`config.mk`:
```
export PLATFORM = sky130hd
export DESIGN_NAME = masked_weighted_window_ssd_unit
export DESIGN_NICKNAME = d
export VERILOG_FILES = /design/src/mwss_pkg.sv /design/src/mwss_front.sv /design/src/mwss_queue.sv /design/src/mwss_back.sv /design/src/masked_weighted_window_ssd_unit.sv
export VERILOG_INCLUDE_DIRS = /design/src /design/src/src
export SDC_FILE = /design/constraint.sdc
export NUM_CORES = 2
export LEC_CHECK = 0
export ABC_AREA = 1
export ABC_CLOCK_PERIOD_IN_PS = 12600
export BUFFER_PORTS_ARGS = -buffer_cell sky130_fd_sc_hd__clkbuf_2
export CAP_MARGIN = 20
export CORE_ASPECT_RATIO = 1.1
export CORE_UTILIZATION = 65
export DETAILED_ROUTE_END_ITERATION = 7
export PLACE_DENSITY = 0.85
export SYNTH_ARGS = -nofsm -noshare
export SYNTH_HDL_FRONTEND = slang
export SYNTH_SLANG_ARGS = --single-unit
```
`constraint.sdc`:
```
create_clock -name clk -period 12.6 [get_ports clk]
set_input_delay 0.63 -clock clk [delete_from_list [all_inputs] [get_ports clk]]
set_output_delay 0.63 -clock clk [all_outputs]
set_load 0.05 [all_outputs]
```
`src/masked_weighted_window_ssd_unit_defines.svh`:
```
// assertion macros for the masked weighted window ssd unit
`ifndef MASKED_WEIGHTED_WINDOW_SSD_UNIT_DEFINES_SVH
`define MASKED_WEIGHTED_WINDOW_SSD_UNIT_DEFINES_SVH

// same-cycle implication
`define MWSS_ASSERT_SAME(label, clk, rst_n, ante, cons) \
  label: assert property (@(posedge clk) disable iff (!rst_n) (ante) |-> (cons)) \
    else $error("mwss same-cycle check failed");

// next-cycle implication
`define MWSS_ASSERT_NEXT(label, clk, rst_n, ante, cons) \
  label: assert property (@(posedge clk) disable iff (!rst_n) (ante) |=> (cons)) \
    else $error("mwss next-cycle check failed");

`endif

```
`src/mwss_pkg.sv`:
```
// shared types and constants of the masked weighted window ssd unit
package mwss_pkg;

  localparam int PIX_W   = 8;
  localparam int SQ_W    = 18;
  localparam int W_W     = 16;
  localparam int PROD_W  = 34;
  localparam int SCORE_W = 42;
  localparam int WSUM_W  = 24;
  localparam int IDX_W   = 16;
  localparam int THR_W   = 16;
  localparam int MULT_W  = THR_W + 1;
  localparam int HALF_W  = SCORE_W / 2;
  localparam int PP_W    = HALF_W + MULT_W;
  localparam int LHS_W   = SCORE_W + THR_W;
  localparam int RHS_W   = SCORE_W + MULT_W;

  localparam logic [THR_W-1:0]   THR_RESET = 16'd6554;
  localparam logic [SCORE_W-1:0] SCORE_MAX = {SCORE_W{1'b1}};
  localparam logic [WSUM_W-1:0]  WSUM_MAX  = {WSUM_W{1'b1}};

  typedef enum logic {
    OP_ACC  = 1'b0,
    OP_TEST = 1'b1
  } op_t;

  typedef struct packed {
    op_t                op;
    logic               known;
    logic [SQ_W-1:0]    sq_sum;
    logic [W_W-1:0]     weight;
    logic               last_element;
    logic               last_candidate;
    logic [SCORE_W-1:0] test_score;
  } item_t;

  typedef struct packed {
    logic full;
    logic empty;
  } q_status_t;

  typedef enum logic [2:0] {
    ST_IDLE,
    ST_MUL,
    ST_ACC,
    ST_CLOSE,
    ST_TLO,
    ST_THI,
    ST_CMP
  } bk_state_t;

endpackage

```
`src/mwss_front.sv`:
```
// front end: classifies a request and forms the squared rgb difference sum
module mwss_front (
  input  logic                          op,
  input  logic [mwss_pkg::PIX_W-1:0]    target_red,
  input  logic [mwss_pkg::PIX_W-1:0]    target_green,
  input  logic [mwss_pkg::PIX_W-1:0]    target_blue,
  input  logic                          known,
  input  logic [mwss_pkg::PIX_W-1:0]    sample_red,
  input  logic [mwss_pkg::PIX_W-1:0]    sample_green,
  input  logic [mwss_pkg::PIX_W-1:0]    sample_blue,
  input  logic [mwss_pkg::W_W-1:0]      weight,
  input  logic                          last_element,
  input  logic                          last_candidate,
  input  logic [mwss_pkg::SCORE_W-1:0]  test_score,
  output mwss_pkg::item_t               item
);
  import mwss_pkg::*;

  function automatic logic [2*PIX_W-1:0] sq_diff(input logic [PIX_W-1:0] a,
                                                 input logic [PIX_W-1:0] b);
    logic [PIX_W-1:0] d;
    d = (a >= b) ? (a - b) : (b - a);
    return (2*PIX_W)'(d) * (2*PIX_W)'(d);
  endfunction

  logic [2*PIX_W-1:0] sq_r_c, sq_g_c, sq_b_c;

  always_comb begin
    sq_r_c = sq_diff(target_red, sample_red);
    sq_g_c = sq_diff(target_green, sample_green);
    sq_b_c = sq_diff(target_blue, sample_blue);
    item.op             = op ? OP_TEST : OP_ACC;
    item.known          = known;
    item.sq_sum         = SQ_W'(sq_r_c) + SQ_W'(sq_g_c) + SQ_W'(sq_b_c);
    item.weight         = weight;
    item.last_element   = last_element;
    item.last_candidate = last_candidate;
    item.test_score     = test_score;
  end

endmodule

```
`src/mwss_queue.sv`:
```
// short request queue between front end and back end
module mwss_queue #(
  parameter int DEPTH = 4
) (
  input  logic                clk,
  input  logic                rst_n,
  input  logic                wr_en,
  input  mwss_pkg::item_t     wr_item,
  input  logic                rd_en,
  output mwss_pkg::item_t     rd_item,
  output mwss_pkg::q_status_t status
);
  import mwss_pkg::*;

  localparam int PTR_W = (DEPTH > 1) ? $clog2(DEPTH) : 1;
  localparam int CNT_W = $clog2(DEPTH + 1);
  localparam logic [PTR_W-1:0] PTR_LAST = PTR_W'(DEPTH - 1);
  localparam logic [CNT_W-1:0] CNT_FULL = CNT_W'(DEPTH);

  item_t            mem_r [DEPTH];
  logic [PTR_W-1:0] wr_ptr_r, wr_ptr_nxt;
  logic [PTR_W-1:0] rd_ptr_r, rd_ptr_nxt;
  logic [CNT_W-1:0] count_r, count_nxt;
  logic             do_wr, do_rd;

  always_comb begin
    status.full  = (count_r == CNT_FULL);
    status.empty = (count_r == '0);
    do_wr        = wr_en && !status.full;
    do_rd        = rd_en && !status.empty;
    wr_ptr_nxt   = wr_ptr_r;
    rd_ptr_nxt   = rd_ptr_r;
    if (do_wr) begin
      wr_ptr_nxt = (wr_ptr_r == PTR_LAST) ? '0 : wr_ptr_r + 1'b1;
    end
    if (do_rd) begin
      rd_ptr_nxt = (rd_ptr_r == PTR_LAST) ? '0 : rd_ptr_r + 1'b1;
    end
    count_nxt = count_r + CNT_W'(do_wr) - CNT_W'(do_rd);
    rd_item   = mem_r[rd_ptr_r];
  end

  always_ff @(posedge clk) begin
    if (!rst_n) begin
      wr_ptr_r <= '0;
      rd_ptr_r <= '0;
      count_r  <= '0;
    end else begin
      wr_ptr_r <= wr_ptr_nxt;
      rd_ptr_r <= rd_ptr_nxt;
      count_r  <= count_nxt;
    end
  end

  always_ff @(posedge clk) begin
    if (do_wr) begin
      mem_r[wr_ptr_r] <= wr_item;
    end
  end

endmodule

```
`src/mwss_back.sv`:
```
// back end: weighting, accumulation, minimum tracking and threshold test
module mwss_back #(
  parameter int MAX_CANDIDATES = 65536
) (
  input  logic                          clk,
  input  logic                          rst_n,
  input  logic                          cfg_wr_en,
  input  logic [mwss_pkg::THR_W-1:0]    cfg_wr_data,
  input  mwss_pkg::q_status_t           q_status,
  input  mwss_pkg::item_t               q_item,
  output logic                          q_pop,
  input  logic                          pop,
  output logic                          empty,
  output logic [mwss_pkg::SCORE_W-1:0]  score,
  output logic [mwss_pkg::WSUM_W-1:0]   weight_total,
  output logic [mwss_pkg::SCORE_W-1:0]  min_score,
  output logic [mwss_pkg::IDX_W-1:0]    min_index,
  output logic                          scan_done,
  output logic                          within_threshold
);
  import mwss_pkg::*;

  localparam logic [IDX_W-1:0] CAND_LAST = IDX_W'(MAX_CANDIDATES - 1);

  bk_state_t          state_r, state_nxt;
  item_t              item_r, item_nxt;
  logic [PROD_W-1:0]  prod_r, prod_nxt;
  logic [PP_W-1:0]    pp_lo_r, pp_lo_nxt, pp_hi_r, pp_hi_nxt;
  logic [SCORE_W-1:0] score_acc_r, score_acc_nxt, best_score_r, best_score_nxt;
  logic [WSUM_W-1:0]  weight_acc_r, weight_acc_nxt;
  logic [IDX_W-1:0]   best_index_r, best_index_nxt, cand_cnt_r, cand_cnt_nxt;
  logic [THR_W-1:0]   thr_r, thr_nxt;
  logic               out_valid_r, out_valid_nxt;
  logic [SCORE_W-1:0] out_score_r, out_score_nxt, out_min_r, out_min_nxt;
  logic [WSUM_W-1:0]  out_wsum_r, out_wsum_nxt;
  logic [IDX_W-1:0]   out_idx_r, out_idx_nxt;
  logic               out_done_r, out_done_nxt, out_within_r, out_within_nxt;

  logic               slot_free;
  logic               do_mul, do_acc, do_close, do_tlo, do_thi, do_cmp;
  logic [SCORE_W:0]   score_sum;
  logic [WSUM_W:0]    wsum_sum;
  logic [MULT_W-1:0]  mult;
  logic [RHS_W-1:0]   rhs, lhs;
  logic               take_min;

  assign slot_free = !out_valid_r || pop;

  // next state
  always_comb begin
    state_nxt = state_r;
    unique case (state_r)
      ST_IDLE: begin
        if (!q_status.empty) begin
          state_nxt = (q_item.op == OP_TEST) ? ST_TLO : ST_MUL;
        end
      end
      ST_MUL:   state_nxt = ST_ACC;
      ST_ACC:   state_nxt = item_r.last_element ? ST_CLOSE : ST_IDLE;
      ST_CLOSE: state_nxt = slot_free ? ST_IDLE : ST_CLOSE;
      ST_TLO:   state_nxt = ST_THI;
      ST_THI:   state_nxt = ST_CMP;
      ST_CMP:   state_nxt = slot_free ? ST_IDLE : ST_CMP;
      default:  state_nxt = ST_IDLE;
    endcase
  end

  // state outputs
  always_comb begin
    q_pop    = 1'b0;
    do_mul   = 1'b0;
    do_acc   = 1'b0;
    do_close = 1'b0;
    do_tlo   = 1'b0;
    do_thi   = 1'b0;
    do_cmp   = 1'b0;
    unique case (state_r)
      ST_IDLE:  q_pop    = !q_status.empty;
      ST_MUL:   do_mul   = 1'b1;
      ST_ACC:   do_acc   = 1'b1;
      ST_CLOSE: do_close = slot_free;
      ST_TLO:   do_tlo   = 1'b1;
      ST_THI:   do_thi   = 1'b1;
      ST_CMP:   do_cmp   = slot_free;
      default:  q_pop    = 1'b0;
    endcase
  end

  // datapath
  always_comb begin
    item_nxt       = q_pop ? q_item : item_r;
    prod_nxt       = prod_r;
    pp_lo_nxt      = pp_lo_r;
    pp_hi_nxt      = pp_hi_r;
    score_acc_nxt  = score_acc_r;
    weight_acc_nxt = weight_acc_r;
    best_score_nxt = best_score_r;
    best_index_nxt = best_index_r;
    cand_cnt_nxt   = cand_cnt_r;
    thr_nxt        = cfg_wr_en ? cfg_wr_data : thr_r;
    out_valid_nxt  = out_valid_r && !pop;
    out_score_nxt  = out_score_r;
    out_wsum_nxt   = out_wsum_r;
    out_min_nxt    = out_min_r;
    out_idx_nxt    = out_idx_r;
    out_done_nxt   = out_done_r;
    out_within_nxt = out_within_r;

    score_sum = {1'b0, score_acc_r} + (SCORE_W + 1)'(prod_r);
    wsum_sum  = {1'b0, weight_acc_r} + (WSUM_W + 1)'(item_r.weight);
    mult      = {1'b1, thr_r};
    rhs       = (RHS_W'(pp_hi_r) << HALF_W) + RHS_W'(pp_lo_r);
    lhs       = RHS_W'({item_r.test_score, {THR_W{1'b0}}});
    take_min  = (cand_cnt_r == '0) || (score_acc_r < best_score_r);

    if (do_mul) begin
      prod_nxt = PROD_W'(item_r.weight) * PROD_W'(item_r.sq_sum);
    end
    if (do_acc && item_r.known) begin
      score_acc_nxt  = score_sum[SCORE_W] ? SCORE_MAX : score_sum[SCORE_W-1:0];
      weight_acc_nxt = wsum_sum[WSUM_W] ? WSUM_MAX : wsum_sum[WSUM_W-1:0];
    end
    if (do_close) begin
      if (take_min) begin
        best_score_nxt = score_acc_r;
        best_index_nxt = cand_cnt_r;
      end
      out_valid_nxt  = 1'b1;
      out_score_nxt  = score_acc_r;
      out_wsum_nxt   = weight_acc_r;
      out_min_nxt    = take_min ? score_acc_r : best_score_r;
      out_idx_nxt    = take_min ? cand_cnt_r : best_index_r;
      out_done_nxt   = item_r.last_candidate;
      out_within_nxt = 1'b0;
      score_acc_nxt  = '0;
      weight_acc_nxt = '0;
      if (item_r.last_candidate) begin
        cand_cnt_nxt = '0;
      end else if (cand_cnt_r < CAND_LAST) begin
        cand_cnt_nxt = cand_cnt_r + 1'b1;
      end
    end
    // minimum times (1 + threshold) in two 21-bit halves
    if (do_tlo) begin
      pp_lo_nxt = PP_W'(best_score_r[HALF_W-1:0]) * PP_W'(mult);
    end
    if (do_thi) begin
      pp_hi_nxt = PP_W'(best_score_r[SCORE_W-1:HALF_W]) * PP_W'(mult);
    end
    if (do_cmp) begin
      out_valid_nxt  = 1'b1;
      out_score_nxt  = '0;
      out_wsum_nxt   = '0;
      out_min_nxt    = best_score_r;
      out_idx_nxt    = best_index_r;
      out_done_nxt   = 1'b0;
      out_within_nxt = (lhs <= rhs);
    end
  end

  always_ff @(posedge clk) begin
    if (!rst_n) begin
      state_r      <= ST_IDLE;
      score_acc_r  <= '0;
      weight_acc_r <= '0;
      best_score_r <= SCORE_MAX;
      best_index_r <= '0;
      cand_cnt_r   <= '0;
      thr_r        <= THR_RESET;
      out_valid_r  <= 1'b0;
    end else begin
      state_r      <= state_nxt;
      score_acc_r  <= score_acc_nxt;
      weight_acc_r <= weight_acc_nxt;
      best_score_r <= best_score_nxt;
      best_index_r <= best_index_nxt;
      cand_cnt_r   <= cand_cnt_nxt;
      thr_r        <= thr_nxt;
      out_valid_r  <= out_valid_nxt;
    end
  end

  always_ff @(posedge clk) begin
    item_r       <= item_nxt;
    prod_r       <= prod_nxt;
    pp_lo_r      <= pp_lo_nxt;
    pp_hi_r      <= pp_hi_nxt;
    out_score_r  <= out_score_nxt;
    out_wsum_r   <= out_wsum_nxt;
    out_min_r    <= out_min_nxt;
    out_idx_r    <= out_idx_nxt;
    out_done_r   <= out_done_nxt;
    out_within_r <= out_within_nxt;
  end

  assign empty            = !out_valid_r;
  assign score            = out_score_r;
  assign weight_total     = out_wsum_r;
  assign min_score        = out_min_r;
  assign min_index        = out_idx_r;
  assign scan_done        = out_done_r;
  assign within_threshold = out_within_r;

endmodule

```
`src/masked_weighted_window_ssd_unit.sv`:
```
// top level of the masked weighted window ssd unit
//
//   channel | handshake         | payload
//   --------+-------------------+------------------------------------------------
//   in      | push / full       | op, target rgb, known, sample rgb, weight,
//           |                   | last_element, last_candidate, test_score
//   out     | empty / pop       | score, weight_total, min_score, min_index,
//           |                   | scan_done, within_threshold
//   cfg     | cfg_wr_en         | cfg_wr_data (error threshold, q16)
//
// the back end runs one request at a time: an element that does not close a
// window passes through dequeue, weight multiply and saturating add; a window
// close adds a close step, and a threshold test dequeues, forms two 21x17
// partial products, then does a 59-bit compare
// the front end takes a request every cycle until the QUEUE_DEPTH-deep queue
// fills; a full output register holds the back end at its close or compare step
// synchronous reset leaves min at all ones, threshold 6554
`include "masked_weighted_window_ssd_unit_defines.svh"

module masked_weighted_window_ssd_unit #(
  parameter int MAX_CANDIDATES = 65536,
  parameter int QUEUE_DEPTH    = 4
) (
  input  logic                          clk,
  input  logic                          rst_n,
  // configuration
  input  logic                          cfg_wr_en,
  input  logic [mwss_pkg::THR_W-1:0]    cfg_wr_data,
  // requests
  input  logic                          push,
  output logic                          full,
  input  logic                          in_op,
  input  logic [mwss_pkg::PIX_W-1:0]    in_target_red,
  input  logic [mwss_pkg::PIX_W-1:0]    in_target_green,
  input  logic [mwss_pkg::PIX_W-1:0]    in_target_blue,
  input  logic                          in_known,
  input  logic [mwss_pkg::PIX_W-1:0]    in_sample_red,
  input  logic [mwss_pkg::PIX_W-1:0]    in_sample_green,
  input  logic [mwss_pkg::PIX_W-1:0]    in_sample_blue,
  input  logic [mwss_pkg::W_W-1:0]      in_weight,
  input  logic                          in_last_element,
  input  logic                          in_last_candidate,
  input  logic [mwss_pkg::SCORE_W-1:0]  in_test_score,
  // results
  output logic                          empty,
  input  logic                          pop,
  output logic [mwss_pkg::SCORE_W-1:0]  out_score,
  output logic [mwss_pkg::WSUM_W-1:0]   out_weight_total,
  output logic [mwss_pkg::SCORE_W-1:0]  out_min_score,
  output logic [mwss_pkg::IDX_W-1:0]    out_min_index,
  output logic                          out_scan_done,
  output logic                          out_within_threshold
);
  import mwss_pkg::*;

  item_t     front_item;   // classified request with squared difference sum
  item_t     q_item;       // oldest queued request
  q_status_t q_stat;
  logic      q_pop;

  // front end: squares the three channel differences in the accept cycle
  mwss_front u_front (
    .op             (in_op),
    .target_red     (in_target_red),
    .target_green   (in_target_green),
    .target_blue    (in_target_blue),
    .known          (in_known),
    .sample_red     (in_sample_red),
    .sample_green   (in_sample_green),
    .sample_blue    (in_sample_blue),
    .weight         (in_weight),
    .last_element   (in_last_element),
    .last_candidate (in_last_candidate),
    .test_score     (in_test_score),
    .item           (front_item)
  );

  // decoupling queue, full goes straight back to the requester
  mwss_queue #(
    .DEPTH (QUEUE_DEPTH)
  ) u_queue (
    .clk     (clk),
    .rst_n   (rst_n),
    .wr_en   (push),
    .wr_item (front_item),
    .rd_en   (q_pop),
    .rd_item (q_item),
    .status  (q_stat)
  );

  assign full = q_stat.full;

  // back end: accumulators, running minimum, threshold test, output register
  mwss_back #(
    .MAX_CANDIDATES (MAX_CANDIDATES)
  ) u_back (
    .clk              (clk),
    .rst_n            (rst_n),
    .cfg_wr_en        (cfg_wr_en),
    .cfg_wr_data      (cfg_wr_data),
    .q_status         (q_stat),
    .q_item           (q_item),
    .q_pop            (q_pop),
    .pop              (pop),
    .empty            (empty),
    .score            (out_score),
    .weight_total     (out_weight_total),
    .min_score        (out_min_score),
    .min_index        (out_min_index),
    .scan_done        (out_scan_done),
    .within_threshold (out_within_threshold)
  );

  // an accepted request is in the queue in the next cycle
  `MWSS_ASSERT_NEXT(a_push_lands, clk, rst_n, push && !full, !q_stat.empty)

  // a window close never carries a test outcome
  `MWSS_ASSERT_SAME(a_done_no_test, clk, rst_n, !empty && out_scan_done,
                    !out_within_threshold)

  // a passing test result carries no window sums
  `MWSS_ASSERT_SAME(a_test_zero_sums, clk, rst_n, !empty && out_within_threshold,
                    out_score == '0 && out_weight_total == '0)

endmodule
```
==> implementation parameters <==
Parameter                              Value

Synth
  Post-synthesis instance area ... 78700 µm²
  Async set-or-reset flop fraction in the synthesized netlist ... 0%
  Syn Nets ... 11100
  #FFs+latches synth ... 804
  Cell with the most instances after synthesis ... nand2_1
  Gate count of the mapped netlist ... 9427
  Leading cell types by total area after synthesis ... fa_1 (23%), edfxtp_1 (22%), nand2_1 (10%)
  Commonest cells in the synthesized netlist ... nand2_1 (2104), inv_1 (2081), fa_1 (916)
  Cell accounting for the most synthesized area ... fa_1
  Dominant synthesized flop cell ... edfxtp_1
  Portion of the post-synthesis area used by sequential elements ... 27.7%
  Number of warnings printed during yosys synthesis ... 0
  EDFF count, synth ... 568
  Area share of the largest cell type after synthesis ... 23.3%
  Post-Syn Area per Cell ... 8.34 µm²
  Count of distinct cell types in the synthesized netlist ... 61

Floorplanning
  Count of pins on the block boundary ... 259
  Area of the placeable core ... 120000 µm²
  Die Width ... 334 µm
  Std cell rows ... 133
  Die ar. ... 122000 µm²
  Overall die height ... 367 µm
  Initial core utilization ... 65.6%

Placement
  Routability congestion estimate from global placement ... 0.989
  Placed wire-length estimate after detailed placement ... 162000 µm
  Cell Area, Placed ... 80800 µm²
  Number of I/O port buffers ... 258
  Placed insts ... 10896

GRT
  Aggregate global routing overflow ... 0
  Antenna violations before repair ... 5
  GRT Total Usage ... 35.6%
  Via count of the first global-routing pass ... 66016
  Largest net degree at the start of global routing ... 97
  Global-route wire length before repair ... 343000 µm

Worst setup path
  Startpoint of the worst-slack reg-to-reg timing path ... u_back.best_score_r[9]
  Peak per-stage delay on the critical path ... 0.53 ns
  Top fanout value on the critical path ... 9
  Gate family responsible for the most delay along the worst path ... adder cells
  Kind of end point of the critical path ... register
  Cell repeated most along the worst path ... inv_1
  Endpoint of the lowest-slack register-to-register path ... u_back.pp_lo_r[22]
  Worst path depth ... 45
  Worst reg-to-reg path cell count ... 19
  Critical Path AT ... 10.73 ns
  Slack of the worst reg-to-reg path ... 5.75 ns
  Critical path's slowest cell ... fa_1
  Critical path class ... input pin to register
  CP required ... 13.09 ns
  Crit path launch type ... input pin
  Buf/Inv on CP ... 14
  Beginning of the critical path ... in_target_green[0]
  Destination of the critical timing path ... u_queue.mem_r[1][73]

CTS
  # resized after CTS ... 0
  Number of CTS-inserted buffers ... 84
  H-Tree Level Count ... 3
  Library cell used as clock root buffer ... clkbuf_16
  Post-CTS setup buffer count ... 0
  TritonCTS clock tree ... built
  Number of buffers between clock root and the deepest sink ... 3
  Total of hold buffers inserted after clock tree synthesis ... 0
  Sinks on Clock Net ... 804
  Insertion delay of the later-clocked pin in the worst-skew pair ... 0.75 ns
  Clock transition at the register clock pins on the worst setup and hold paths after CTS ... 0.08 ns

Timing
  Measured slew at the worst slew-check pin ... 1.13 ns
  Total count of hold-check failures in the final report ... 0
  Tightest slew margin relative to the limit ... 24.9%
  Clock period minus worst slack ... 10.24 ns
  Fin. max-slew vios ... 0
  Unrepaired setup endpoints after global routing ... false
  Max Fclk ... 97.7 MHz
  Number of endpoints failing setup at the final stage ... 0
  Final clock skew ... 0.0421 ns
  Final cycle utilization of the critical path ... 81.3%
  Post-route setup TNS ... 0 ns

Run
  Count of maximum capacitance violations ... 0

Outcome
  Run status ... complete, but fails checks
  Violations in the final reports ... design-rule violations

Hold path
  Hold crit path type ... input pin to register
  Start point of the worst min-delay path ... cfg_wr_data[8]

Drt
  Total wirelength of the detailed-routed design ... 214000 µm
  Count of routing violations after the opening detailed-route iteration ... 5602
  Detailed Routing Iterations Pass 1 ... 8
  Post-detailed-route DRC marker count ... 1
  Post-DRT Antenna Nets ... 0
  Total number of vias ... 63705
  Post-DR wirelength/cell ... 19.4 µm
  Vias per Instance ... 5.76

Layout
  Footprint of the flip-flops and latches ... 21800 µm²
  Fraction of final layout cells sized beyond drive strength 1 ... 5.39%
  Combined area of the multi-input logic cells ... 47500 µm²
  Filler cells ... 9077
  Summed area of non-filler cells in the final layout ... 83600 µm²
  Post-layout nets ... 11103
  Layout-stage area growth over the synthesis result ... 6.29%
  Layout Cells excl Fill ... 11052
## sequential cells by signal (all words and copies together), names as in the netlist, named ones only
name                     flops
u_queue.rd_ptr_r             2
u_back.state_r               3
u_back.best_index_r         16
u_back.weight_total         24
u_queue.mem_r              320
u_back.score                42
u_back.cand_cnt_r           16
u_back.scan_done             1
u_back.item_r               79
u_back.prod_r               34
u_back.weight_acc_r         24
u_back.score_acc_r          42
u_queue.count_r              3
u_back.min_index            16
u_back.thr_r                16
u_back.pp_lo_r              38
u_back.pp_hi_r              38
u_back.within_threshold      1
u_back.best_score_r         42
u_queue.wr_ptr_r             2
u_back.out_valid_r           1
u_back.min_score            42
## how the worst min path moves through the flow
stage                                          to  cells past startpoint  slack [ns]
after floorplan            u_back.best_index_r[4]                      2        0.45
after CTS                         u_back.thr_r[8]                      3        0.07
after detailed placement  u_back.weight_total[21]                      2        0.45
after global routing         u_queue.mem_r[0][11]                      1        0.11
final                             u_back.thr_r[8]                      3        0.11
after global placement    u_back.weight_total[14]                      2        0.45
## worst min-delay path: cells and delay by family
kind                   cells  cell delay (ns)
buffers and inverters      1             0.08
AND/OR/NAND/NOR            2             0.11
## per-stage QoR
stage | worst slack [ns] | hold slack [ns] | utilization [%]
6_report | 2.36 | 0.108 | 69.8
5_1_grt | 1.73 | 0.106 | 69.8
4_1_cts | 2.38 | 0.0713 | 69.8
3_5_place_dp | 1.68 | 0.454 | 67.4
3_3_place_gp | 1.89 | 0.449 | 67.4
2_1_floorplan | 2.92 | 0.445 | -
## cell type report
class	count	share of cell area, %
inverter	2095	9.41
sequential	804	26.1
timing repair buffer	312	2.03
clock buffer	109	2.70
clock inverter	44	0.650
antenna	3	0.00898
multi-input combinational	6133	56.8
tap	1552	2.32
## layer usage
metal | vias up | track usage [%] | routed length (µm)
li1 | 29146 | - | -
met1 | 30781 | 43.6 | 80000
met2 | 3028 | 61.2 | 106000
met3 | 746 | 5.41 | 17300
met4 | 4 | 17.6 | 11100
met5 | - | 0 | 26
## kinds of logic (layout without fill, tap and decap cells)
kind of cell             count (synthesis)  after routing  synth area share (%)
AND/OR/NAND/NOR                       3243           3243                  16.6
other                                    0              3                     0
adder cells (fa/ha/maj)               1542           1542                  33.3
flip-flops                             804            804                  27.7
buffers and inverters                 2490           2560                  12.0
XOR/XNOR                               213            213                  2.41
AO/OA/AOI/OAI                         1135           1135                  7.95
## layout by cell type (no fill, tap or decap), types with 78 or more instances in the layout
cell       synthesis  layout
clkbuf_2           0     258
ha_1             626     626
fa_1             916     916
xor2_1           133     133
nor2_1           579     574
edfxtp_1         568     568
nand2_1         2104    2103
o21ai_0          483     483
dfxtp_1          236     234
nand3_1          371     369
xnor2_1           78      78
inv_1           2081    2079
a21oi_1          389     389
o22ai_1           81      81
clkbuf_16          0      84
Power is left out: the tool's default activity adds up to more than one toggle a clock period on the data nets, which glitch-free logic cannot reach.
